<file path="src/rtl/core/egc_ram.sv">
// Generic single-write, single-read RAM with registered read data.
`default_nettype none

module egc_ram #(
	parameter int unsigned WIDTH = 16,
	parameter int unsigned DEPTH = 256
) (
	input  wire logic                     clk,
	input  wire logic                     we,
	input  wire logic [$clog2(DEPTH)-1:0] waddr,
	input  wire logic [WIDTH-1:0]         wdata,
	input  wire logic [$clog2(DEPTH)-1:0] raddr,
	output logic      [WIDTH-1:0]         rdata
);

	logic [WIDTH-1:0] mem_q [DEPTH];
	logic [WIDTH-1:0] rdata_q;

	// Write one entry, read one entry
	always_ff @(posedge clk) begin
		if (we) begin
			mem_q[waddr] <= wdata;
		end
		rdata_q <= mem_q[raddr];
	end

	assign rdata = rdata_q;

endmodule

`default_nettype wire

</file>
<file path="config.mk">
export PLATFORM = sky130hd
export DESIGN_NAME = egc_ram
export DESIGN_NICKNAME = d
export VERILOG_FILES = /design/src/rtl/core/egc_ram.sv
export SDC_FILE = /design/constraint.sdc
export NUM_CORES = 2
export LEC_CHECK = 0
export BUFFER_PORTS_ARGS = -buffer_cell sky130_fd_sc_hd__buf_2
export CORE_MARGIN = 2
export CORE_UTILIZATION = 30
export DETAILED_ROUTE_END_ITERATION = 8
export RECOVER_POWER = 50
export SLEW_MARGIN = 20
export SYNTH_ARGS = -nofsm -noshare
export SYNTH_HDL_FRONTEND = slang
export SYNTH_SLANG_ARGS = --single-unit
</file>
<file path="constraint.sdc">
create_clock -name clk -period 4.3 [get_ports clk]
set_input_delay 0.645 -clock clk [delete_from_list [all_inputs] [get_ports clk]]
set_output_delay 0.645 -clock clk [all_outputs]
set_load 0.02 [all_outputs]
</file>
# Yosys cells after proc, flatten, opt, wreduce, memory -nomap -nowiden
# Memory sizes are Yosys's and may differ from the RTL's. A register that Yosys moved wholly into a read port is not among the register bits.
# Cells that the tools add are included.
[totals]
register_bits = 0
in_bits = 34
mem_bits_rw = 4096
output_inout_bits = 16
memories = 1
elab_cells = 3
[classes]
muxes = 2
[memory_table]
columns = ["name", "depth", "width", "rd", "rd_clocked_by_memory_dff", "wr", "line_no", "source"]
rows = [
  ["mem_q", 256, 16, 1, 1, 1, "16", "logic [WIDTH-1:0] mem_q [DEPTH];"],
]
[op_table]
columns = ["cell", "n"]
rows = [
  ["1-bit 2-to-1 mux", 2],
]

# Logic depth before layout (Yosys ltp)
[logic_depth]
ltp_word = 2
mapped_depth = 12
depth_no_buf = 6

# Worst setup path after synthesis
# Ideal clock, no wire load.
[synth_timing]
path_kind = "input-to-reg"
start = "input waddr[3]"
end = "memory mem_q[235][0], enable pin"
path_buffers = 3
setup_ps = 388
setup_slack_ps = 1490
t_arrival_ps = 2422
t_required_ps = 3912
cell_stages = 6
path_cell_list = "clkbuf_1 nor2b_1 clkbuf_1 nand4_1 clkbuf_1 nor2_1"
[synth_lines]
columns = ["element", "line_no", "source"]
rows = [
  ["start: declaration", "10", "input wire logic [$clog2(DEPTH)-1:0] waddr,"],
  ["end: declaration", "16", ""],
]
# No word-level cell before the write port.

# Worst setup path in the final report
[layout_timing]
start = "input waddr[0]"
end = "memory mem_q[28][0], enable pin"
# No word-level cell before the write port.

==> impl_metrics.csv <==
group,metric,value,unit
synthesis,synth_edf_count,4096,
power_and_ir_drop,switchingPower,17.9,mW
final_layout,mostFrequentLayoutCells,"4096 x edfxtp_1, 797 x mux4_2, 565 x mux2i_1, 547 x buf_4, 409 x clkbuf_16",
sta,drv_slew,2638,
worst_setup_path,r2r-start,"mem_q[55][0]",
clocking,cts-resized-gates,0,
placed_design,io_buffers,49,
power_and_ir_drop,ir_worst_vdd,0.364,mV
worst_setup_path,critPathArrivalTime,4620,ps
detailed_routing,finalWirelength,436000,µm
final_layout,area_growth,16.2,%
sta,hold_slack,170,ps
detailed_routing,dr.pass1.iters,6,
hold_path,hp-class,"in -> reg",
grt,grt_pass1_vias,79900,
final_layout,fill_cells,48300,
run_status,violations,"max-capacitance violations, max-slew violations",
detailed_routing,routed_via_density,5.22,
sta,max-slew-margin-rel,-1.16,
synthesis,synth_cell_type_count,52,
synthesis,avgSynthCellArea,21.6,µm²
detailed_routing,drc_errors,0,
sta,period_share,0.913,
detailed_routing,ant_nets,0,
worst_setup_path,worst_r2r_path_depth,5,
placed_design,pre_cts_slack,-217,ps
floorplan,rows,267,
run_status,status,"finished, violations left",
worst_setup_path,crit_fanout,13,
floorplan,die_h,731,µm
power_and_ir_drop,seqPwrFrac,0.525,
detailed_routing,vias,80100,
clocking,clockRootBuffer,"clkbuf_16",
power_and_ir_drop,p_per_area,458,mW/mm²
synthesis,synth-seq-cells,4112,
final_layout,layout_commonest_cell,"edfxtp_1",
floorplan,die_x,731,µm
grt,grt_use_total,0.158,
worst_setup_path,cp_data_required_time,5000,ps
clocking,clk_path_buf_depth,4,
synthesis,yosys_most_used_dff,"edfxtp_1",
power_and_ir_drop,comb_power_share,0.051,
power_and_ir_drop,switching_share,0.212,
synthesis,synthArstFlopShare,0,
power_and_ir_drop,clkPwrFrac,0.424,
floorplan,core,0.528,mm²
synthesis,ys_warn_count,0,
worst_setup_path,reg2reg_slack,1440,ps
final_layout,layout-drive-gt1-share,0.267,
sta,clock_skew,56.7,ps
synthesis,syn_nets,7394,
detailed_routing,wl_per_cell,28.4,µm
worst_setup_path,crit_end,"mem_q[28][0]",
clocking,htreeDepth,5,
sta,fin_ws,373,ps
synthesis,syn_inst,7360,
sta,fmax,255,MHz
sta,setup_viol,0,
grt,overflow,0,
placed_design,gp_congestion,0.878,
power_and_ir_drop,leakage,57.8,nW
grt,antenna_found_initial,36,
floorplan,die_area,0.535,mm²
sta,final.setup.tns,0,ps
power_and_ir_drop,p_int,66.6,mW
worst_setup_path,critical_path.endpoint_type,"flip-flop",
clocking,cts.clk_slew.worst_paths,60,ps
synthesis,yosysSeqAreaShare,0.777,
floorplan,initial_core_util,0.301,
worst_setup_path,timing.rr.end,"rdata[0]",
synthesis,synthXorXnorAreaFrac,0,
grt,grt_max_degree,127,
sta,hold_violations,0,
sta,rsz0062_at_grt,"no",
sta,min_period,3930,ps
synthesis,synthAdderAreaFrac,0,
worst_setup_path,path_class,"in -> reg",
worst_setup_path,crit_start,"waddr[0]",
synthesis,synth_area,0.159,mm²
synthesis,synth_compound_area_frac,0.0354,
floorplan,boundaryPins,50,
clocking,cts.sinks,4112,
clocking,post-cts-setup-buffers,0,
clocking,cts_tree,"yes",
clocking,cts_made_buffers,400,
sta,tightest_slew,3250,ps
synthesis,synth_mux_area_frac,0.155,
clocking,clkLatencyLatePin,980,ps
synthesis,synth-simple-area-share,0.0157,
placed_design,dp_hpwl,268000,µm
worst_setup_path,cp-start-kind,"input port",
detailed_routing,drt_iter0_drc,11000,
grt,grt_pass1_wl,611000,µm
synthesis,synth_top_family_by_area,"multiplexers",
final_layout,nNetsFinal,8048,
clocking,cts_hold_buf,0,
job,cap_violations,36,
-- metal layers --
layer  track usage  part of all wire  vias to the layer above
met5             0           0.00027                        -
met4        0.0555             0.041                       18
met3        0.0279             0.086                      716
met2         0.259              0.48                     3917
met1         0.212              0.39                    42800
li1              -                 -                    32600
-- worst min-delay path by stage --
stage | from | to | slack, ps | cells past startpoint
after floorplan | wdata[0] | mem_q[0][0] | 740 | 0
after global placement | mem_q[200][8] | rdata[8] | 1030 | 6
after detailed placement | mem_q[200][8] | rdata[8] | 1020 | 6
after CTS | wdata[4] | mem_q[94][4] | 150 | 1
after global routing | wdata[4] | mem_q[93][4] | 160 | 1
final | wdata[4] | mem_q[93][4] | 170 | 1
-- power by group through the flow --
stage	Clock, mW	Sequential, mW	Combinational, mW
floorplan	0	45.1	2.18
global placement	0	45.1	4.27
detailed placement	0	45.1	4.35
CTS	36.3	44.3	4.36
global route	37.8	44.3	4.50
finish	35.8	44.4	4.31
-- Yosys cell counts (all sizes together), types with 38 or more instances --
| library cell | n | area (µm²) |
|---|---|---|
| a22oi | 43 | 323 |
| nand2 | 38 | 143 |
| a21oi | 175 | 876 |
| mux2i | 565 | 5660 |
| mux4 | 797 | 17900 |
| mux2 | 88 | 991 |
| nor2 | 304 | 1140 |
| edfxtp | 4096 | 123000 |
| o22ai | 148 | 926 |
| buf | 222 | 1810 |
| clkbuf | 230 | 863 |
| o21ai | 38 | 190 |
| o221ai | 253 | 2220 |
| nor3 | 92 | 460 |
-- critical path, stage by stage --
cell	delay, ps
clkbuf_1	340
nor2_1	80
clkbuf_1	230
nand4_1	150
clkbuf_1	1940
nor2_1	790
buf_4	440
-- sequential cells by signal, summed over array words and instances (netlist names) --
signal,count
mem_q,4096
rdata,16
-- metrics by stage --
stage	power, mW	instances	area [µm²]	utilization
floorplan	47.3	7360	159000	-
global placement	49.4	14600	171000	0.325
detailed placement	49.5	14600	171000	0.325
CTS	85.0	15300	185000	0.350
global route	86.7	15400	184000	0.349
finish	84.5	15400	184000	0.349
-- layout make-up --
type                    instances  area [µm²]  share of cell area
clock buffers                 472       10500              0.0568
diodes                         18        45.0            0.000244
multi-input cells            2792       33000               0.179
inverters                       4        27.5            0.000149
clock inverters               263        2910              0.0158
well taps                    6994        8750              0.0475
flip-flops and latches       4112      123000               0.669
repair buffers                704        5890              0.0319
-- kinds of logic (layout without fill, tap and decap cells) --
| kind of cell | count (synthesis) | in the layout |
|---|---|---|
| AOI/OAI and AO/OA | 786 | 786 |
| buffers and inverters | 456 | 1443 |
| DFF | 4112 | 4112 |
| muxes | 1450 | 1450 |
| other | 0 | 18 |
| and+or+nand+nor | 556 | 556 |
No activity file was read; power rests on OpenSTA's default activity.
