`src/rtl/core/egc_pkg.sv`:
```
// Shared types and constants for the echogram gradient colorizer.
`default_nettype none

package egc_pkg;

	localparam int unsigned COLOR_W      = 15;
	localparam int unsigned LEVEL_W      = 8;
	localparam int unsigned STOP_W       = 32;
	localparam int unsigned PALETTE_SIZE = 256;
	localparam int unsigned CLASSIC_N    = 4;
	localparam int unsigned DIVIDEND_W   = 22;
	localparam int unsigned DIVISOR_W    = 9;
	localparam int unsigned QUOT_W       = 8;
	localparam int unsigned MAP_SCALE    = 100;

	// Operation codes of an input request
	localparam logic OP_MAP  = 1'b0;
	localparam logic OP_LOAD = 1'b1;

	// Configuration register indexes
	localparam logic [0:0] REG_LOW_LEVEL  = 1'b0;
	localparam logic [0:0] REG_HIGH_LEVEL = 1'b1;

	localparam logic [LEVEL_W-1:0] LOW_LEVEL_RESET  = 8'd10;
	localparam logic [LEVEL_W-1:0] HIGH_LEVEL_RESET = 8'd100;

	typedef logic [STOP_W-1:0] stop_t;

	// Default gradient stops: level, red, green, blue
	localparam stop_t CLASSIC_STOPS [CLASSIC_N] = '{
		{8'd0,   8'd0,   8'd0,   8'd0},
		{8'd30,  8'd20,  8'd5,   8'd80},
		{8'd130, 8'd50,  8'd180, 8'd230},
		{8'd255, 8'd220, 8'd255, 8'd255}
	};

	typedef struct packed {
		logic                  start;
		logic [DIVIDEND_W-1:0] dividend;
		logic [DIVISOR_W-1:0]  divisor;
	} div_req_t;

	typedef struct packed {
		logic              done;
		logic [QUOT_W-1:0] quot;
	} div_rsp_t;

endpackage

`default_nettype wire

```
`src/rtl/core/egc_qdiv.sv`:
```
// Iterative divider, one quotient bit per cycle, quotient clamped to 255.
`default_nettype none

module egc_qdiv (
	input  wire logic            clk,
	input  wire logic            arst_n,
	input  wire egc_pkg::div_req_t req,
	output egc_pkg::div_rsp_t    rsp
);

	logic                               busy_q;
	logic                               done_q;
	logic [2:0]                         step_q;
	logic [egc_pkg::DIVIDEND_W-1:0]     rem_q;
	logic [egc_pkg::DIVISOR_W-1:0]      den_q;
	logic [egc_pkg::QUOT_W-1:0]         quot_q;
	logic [egc_pkg::DIVIDEND_W-1:0]     shifted;
	logic                               fits;
	logic                               overflow;

	// Trial subtrahend for the current quotient bit
	assign shifted  = egc_pkg::DIVIDEND_W'(den_q) << step_q;
	assign fits     = (rem_q >= shifted);
	assign overflow = (req.dividend >= {5'b0, req.divisor, 8'b0});

	// Step control
	always_ff @(posedge clk or negedge arst_n) begin
		if (!arst_n) begin
			busy_q <= 1'b0;
			done_q <= 1'b0;
			step_q <= '0;
		end else begin
			done_q <= 1'b0;
			if (req.start) begin
				busy_q <= !overflow;
				done_q <= overflow;
				step_q <= 3'd7;
			end else if (busy_q) begin
				if (step_q == 3'd0) begin
					busy_q <= 1'b0;
					done_q <= 1'b1;
				end else begin
					step_q <= step_q - 3'd1;
				end
			end
		end
	end

	// Remainder and quotient
	always_ff @(posedge clk) begin
		if (req.start) begin
			rem_q  <= req.dividend;
			den_q  <= req.divisor;
			quot_q <= overflow ? '1 : '0;
		end else if (busy_q && fits) begin
			rem_q          <= rem_q - shifted;
			quot_q[step_q] <= 1'b1;
		end
	end

	assign rsp.done = done_q;
	assign rsp.quot = quot_q;

endmodule

`default_nettype wire

```
`config.mk`:
```
export PLATFORM = sky130hd
export DESIGN_NAME = egc_qdiv
export DESIGN_NICKNAME = d
export VERILOG_FILES = /design/src/rtl/core/egc_pkg.sv /design/src/rtl/core/egc_qdiv.sv
export SDC_FILE = /design/constraint.sdc
export NUM_CORES = 1
export LEC_CHECK = 0
export ABC_AREA = 1
export BUFFER_PORTS_ARGS = -buffer_cell sky130_fd_sc_hd__buf_4
export CAP_MARGIN = 40
export CORE_MARGIN = 4
export CORE_UTILIZATION = 39
export DETAILED_ROUTE_END_ITERATION = 10
export SLEW_MARGIN = 20
export SYNTH_ARGS = -nofsm -noshare
export SYNTH_HDL_FRONTEND = slang
export SYNTH_SLANG_ARGS = --single-unit
```
`constraint.sdc`:
```
create_clock -name clk -period 8.1 [get_ports clk]
set_clock_uncertainty 0.1 [all_clocks]
set_input_delay 1.62 -clock clk [delete_from_list [all_inputs] [get_ports clk]]
set_output_delay 1.62 -clock clk [all_outputs]
set_load 0.02 [all_outputs]
```
## Yosys cells after proc, flatten, opt, wreduce, memory -nomap -nowiden

Cells that the tools add are included.

| cells by class | value |
|---|---|
| $add $sub $neg | 2 |
| order comparisons | 4 |
| equality and inequality tests | 1 |
| shift-type cells | 1 |
| muxes and demuxes | 16 |
| bitwise operators | 1 |
| reductions and logical operators | 7 |

Operators with widths:

| cell | count |
|---|---|
| $mux W22 | 2 |
| $mux W8 | 3 |
| $ge A22 B17 Y1 | 1 |
| $ge A22 B22 Y1 | 1 |
| $shl A9 B3 Y22 | 1 |
| $sub A22 B22 Y22 | 1 |
| $mux W3 | 3 |
| $or A8 B8 Y8 | 1 |
| $mux W1 | 7 |
| $lt A3 B4 Y1 const B | 1 |
| $reduce_bool A2 Y1 | 2 |
| $demux W1 S3 | 1 |
| $ge A3 B1 Y1 const B | 1 |
| $logic_not A3 Y1 | 1 |
| $sub A3 B1 Y3 const B | 1 |
| $logic_and A1 B1 Y1 | 2 |
| $ne A2 B2 Y1 const B | 1 |
| $reduce_and A2 Y1 | 1 |
| $logic_not A1 Y1 | 1 |

| storage, ports and cells | value |
|---|---|
| register bits | 44 |
| bits of input ports | 34 |
| output and inout port bits | 9 |
| word-level logic and storage cells | 38 |

## Logic depth before layout (Yosys ltp)

| logic depth | value |
|---|---|
| depth in word-level cells | 7 |
| gate-level depth with buffers | 19 |
| mapped depth without buffers | 19 |

## Worst setup path before layout

No wires, ideal clock.

| path | value |
|---|---|
| path type | register to register |
| from | register step_q[0] |
| to | register quot_q[0] in the netlist's numbering (enable) |
| setup time | 387 ps |
| data arrival time | 2700 ps |
| required time | 7613 ps |
| slack | 4913 ps |
| stages on the path, launching flop included | 18 |
| buffers on the path | 1 |
| period minus slack after synthesis | 3187 ps |
| cells stage by stage | dfrtp_1 -> buf_2 -> clkinv_1 -> nand2_1 -> nor2_1 -> ha_1 -> fa_1 -> inv_1 -> nand3_1 -> nand3_1 -> nand2_1 -> nand2_1 -> nand2_1 -> nand2_1 -> nand2_1 -> nand2_1 -> nand2_1 -> nand2_1 |

| on the way | value |
|---|---|
| word-level cells in the longest chain between the ends | 4 |

Ends and longest elaborated chain:

| item | line | source |
|---|---|---|
| start: declaration | egc_qdiv.sv:13 | `logic [2:0] step_q;` |
| start signal: assignment | egc_qdiv.sv:43 | `step_q <= step_q - 3'd1;` |
| $shl A9 B3 Y22 | egc_qdiv.sv:22 | `assign shifted = egc_pkg::DIVIDEND_W'(den_q) << step_q;` |
| $ge A22 B22 Y1 | egc_qdiv.sv:23 | `assign fits = (rem_q >= shifted);` |
| $logic_and A1 B1 Y1 | egc_qdiv.sv:55 | `end else if (busy_q && fits) begin` |
| $reduce_bool A2 Y1 (no line) | - |  |
| end signal: assignment | egc_qdiv.sv:54 | `quot_q <= overflow ? '1 : '0;` |
| end: declaration | egc_qdiv.sv:16 | `logic [egc_pkg::QUOT_W-1:0] quot_q;` |

Every way passes these cells.
A chain may end at the register's enable or synchronous reset.

## Worst setup path after layout

| path | value |
|---|---|
| from | register step_q[0] |
| to | register rem_q[20] in the netlist's numbering (enable) |

| on the way | value |
|---|---|
| word-level cells in the longest chain between the ends | 4 |

Ends and longest elaborated chain:

| item | line | source |
|---|---|---|
| $shl A9 B3 Y22 | egc_qdiv.sv:22 |  |
| $ge A22 B22 Y1 | egc_qdiv.sv:23 |  |
| $logic_and A1 B1 Y1 | egc_qdiv.sv:55 |  |
| $reduce_bool A2 Y1 (no line) | - |  |
| end signal: assignment | egc_qdiv.sv:52 | `rem_q <= req.dividend;` |
| end signal: assignment | egc_qdiv.sv:56 | `rem_q <= rem_q - shifted;` |
| end: declaration | egc_qdiv.sv:14 | `logic [egc_pkg::DIVIDEND_W-1:0] rem_q;` |

Every way passes these cells.

==> results.json <==
{
  "run_status": "completed",
  "mappedNetlistArea_um2": 3711,
  "insertion_delay_ns": 0.32,
  "p_seq_share_pct": 36.0,
  "grt_overflow_total": 0,
  "switchingPower_mw": 0.3284,
  "cts_resized": 0,
  "period_needed_ns": 3.950,
  "cts_root_buffer": "clkbuf_8",
  "end_kind": "flop",
  "antenna_found_initial": 0,
  "r2r_end": "rem_q[20]",
  "area_growth_pct": 14.50,
  "initial_utilization_pct": 40.16,
  "die_w_um": 105.5,
  "portBuffers": 42,
  "syn_area_per_cell_um2": 6.747,
  "routed_wl_um": 9983,
  "fillers": 974,
  "post-route-period-util_pct": 48.76,
  "slew_viol_final": 0,
  "hold_path_depth": 2,
  "mostFrequentLayoutCells": "209 x nand2_1, 74 x inv_1, 46 x nor2_1",
  "p_sw_share_pct": 39.96,
  "r2r_cells": 17,
  "final_common_cell": "nand2_1",
  "ys_seq_area_share_pct": 34.93,
  "fin_cells": 717,
  "fp.dieArea_um2": 11140,
  "arrival_ns": 3.84,
  "num_rows": 35,
  "htreeDepth": 2,
  "cts_setup_buffers": 0,
  "rsz0062_at_grt": "no",
  "firstDrtPassIters": 5,
  "track_usage_pct": 18.75,
  "place.gp.congestion": 0.8920,
  "crit_type": "flop to flop",
  "rr_startpoint": "step_q[0]",
  "ys_ff_latch": 44,
  "min_path_type": "flop to flop",
  "setup_violations": 0,
  "antenna_cells": 0,
  "syn_nets": 612,
  "maxSlewHeadroom_pct": 46.01,
  "antenna_left": 0,
  "design_area_um2": 4249,
  "leakagePower_nw": 2.090,
  "ir_drop_mv": 0.06772,
  "grt_max_degree": 43,
  "clock_sinks": 44,
  "fmax_mhz": 253.2,
  "start_kind": "flop",
  "drive_above_1_share_pct": 9.694,
  "synth_cell_types": 33,
  "drt_iter0_markers": 276,
  "postCtsHoldBufs": 0,
  "cts-buffers-inserted": 5,
  "clk_pin_slew_ns": 0.09,
  "syn-instance-count": 550,
  "hold_start": "quot_q[7]",
  "finalHoldViolations": 0,
  "cap_violations": 0,
  "place_hpwl_um": 8018,
  "place_inst": 709,
  "cts_tree": "yes",
  "required_ns": 7.99,
  "die_y_um": 105.5,
  "post_dp_cell_area_um2": 4138,
  "clock_path_buffers": 2,
  "total_power_mw": 0.8219,
  "num_vias": 3564,
  "r2r_slack_ns": 4.15,
  "first_global_vias": 3508,
  "multiInputGateArea_um2": 2061,
  "seq_area_um2": 1296,
  "worst_pin_slew_ns": 0.8024,
  "ioPinCount": 43,
  "synth_warnings": 0,
  "tns_ns": 0,
  "p_int_mw": 0.4934,
  "grt_pass1_wl_um": 16760,
  "drc_errors": 0,
  "drt-wirelength-per-cell_um": 13.92,
  "vias_per_cell": 4.971,
  "min_to": "quot_q[7]",
  "combPwrFrac_pct": 42.2,
  "power_frac_clock_pct": 21.8,
  "power.density_nw_per_um2": 193.4,
  "final_net_count": 649,
  "worstPathMaxFanout": 19,
  "coreArea_um2": 9240
}
-- layer usage --
metal	track usage [%]	routed length, µm	vias up
met3	3.123	495	12
met5	0	0	-
li1	-	-	1850
met2	29.92	4526	92
met4	4.718	151	0
met1	26.47	4809	1610
-- synth_stat cells (all sizes together) --
cell type / number / area (µm²)
nor3: 7 / 40.04
clkinv: 1 / 3.750
o21ai: 35 / 175.2
nor4: 2 / 12.51
nand4: 7 / 43.79
nand3b: 4 / 30.03
xnor2: 3 / 26.28
edfxtp: 39 / 1171
fa: 1 / 20.02
or2: 5 / 31.29
o22ai: 1 / 6.260
inv: 74 / 277.8
ha: 27 / 337.8
nand2: 210 / 795.8
dfrtp: 5 / 125.1
mux2i: 1 / 10.01
clkbuf: 7 / 36.28
buf: 7 / 36.28
a21oi: 18 / 90.09
o21bai: 1 / 7.510
a22oi: 2 / 15.01
o21a: 1 / 7.510
nand3: 43 / 220.2
a31oi: 3 / 18.77
nor2: 46 / 172.7
-- cell families (layout without fill, tap and decap cells) --
logic type      count (synthesis)  count (layout)  share of synthesized area, %
simple gates                  324             324                         36.28
buf+inv                        89             127                         9.541
compound gates                 61              61                         8.631
flops                          44              44                         34.93
fa+ha+maj                      28              28                         9.643
xor+xnor                        3               3                        0.7082
mux                             1               1                        0.2697
-- how the worst max path moves through the flow --
stage	from	end	slack, ns	depth (start not counted)
after floorplan	step_q[0]	quot_q[0]	4.91	17
after global placement	req[31]	rem_q[21]	4.12	4
after detailed placement	step_q[0]	rem_q[21]	4.19	17
after CTS	step_q[0]	rem_q[20]	4.16	17
after global routing	step_q[0]	rem_q[17]	3.67	18
final	step_q[0]	rem_q[20]	4.15	17
-- flip-flops by register name, summed over array words and instances, names as in the netlist --
register	flops
step_q	3
busy_q	1
quot_q	8
den_q	9
done_q	1
rem_q	22
-- power groups by stage --
stage	Clock, mW	Combinational, mW	Sequential, mW
after floorplan	0	0.253	0.295
after global placement	0	0.337	0.300
after detailed placement	0	0.342	0.300
after CTS	0.181	0.345	0.295
after global routing	0.190	0.401	0.299
final	0.179	0.347	0.296
-- through the flow --
stage | setup slack [ns] | utilization (%) | hold slack (ns)
final | 4.150 | 45.99 | 0.5110
after detailed placement | 4.189 | 44.78 | 0.4866
after floorplan | 4.913 | - | 0.4216
after global routing | 3.668 | 45.99 | 0.5470
after CTS | 4.163 | 45.99 | 0.5112
after global placement | 4.117 | 44.62 | 0.4979
-- worst max-delay path, cell delays in order, from the launching register on --
cell	delay, ns
dfrtp_1	0.70
clkinv_1	0.41
nand2_1	0.19
nor2_1	0.07
ha_1	0.22
fa_1	0.37
inv_1	0.12
nand3_1	0.08
nand3_1	0.13
nand2_1	0.07
nand2_1	0.10
nand2_1	0.08
nand2_1	0.09
nand2_1	0.06
nand2_1	0.05
nand2_1	0.04
nand2_1	0.37
buf_4	0.37
-- layout make-up --
class | instances | share of cell area [%]
multi-input cells | 417 | 48.50
flip-flops and latches | 44 | 30.51
repair buffers | 44 | 7.951
inverters | 75 | 6.625
well taps | 129 | 3.799
clock buffers | 5 | 1.620
clock inverters | 3 | 1.001
No activity file was read; power rests on OpenSTA's default activity.
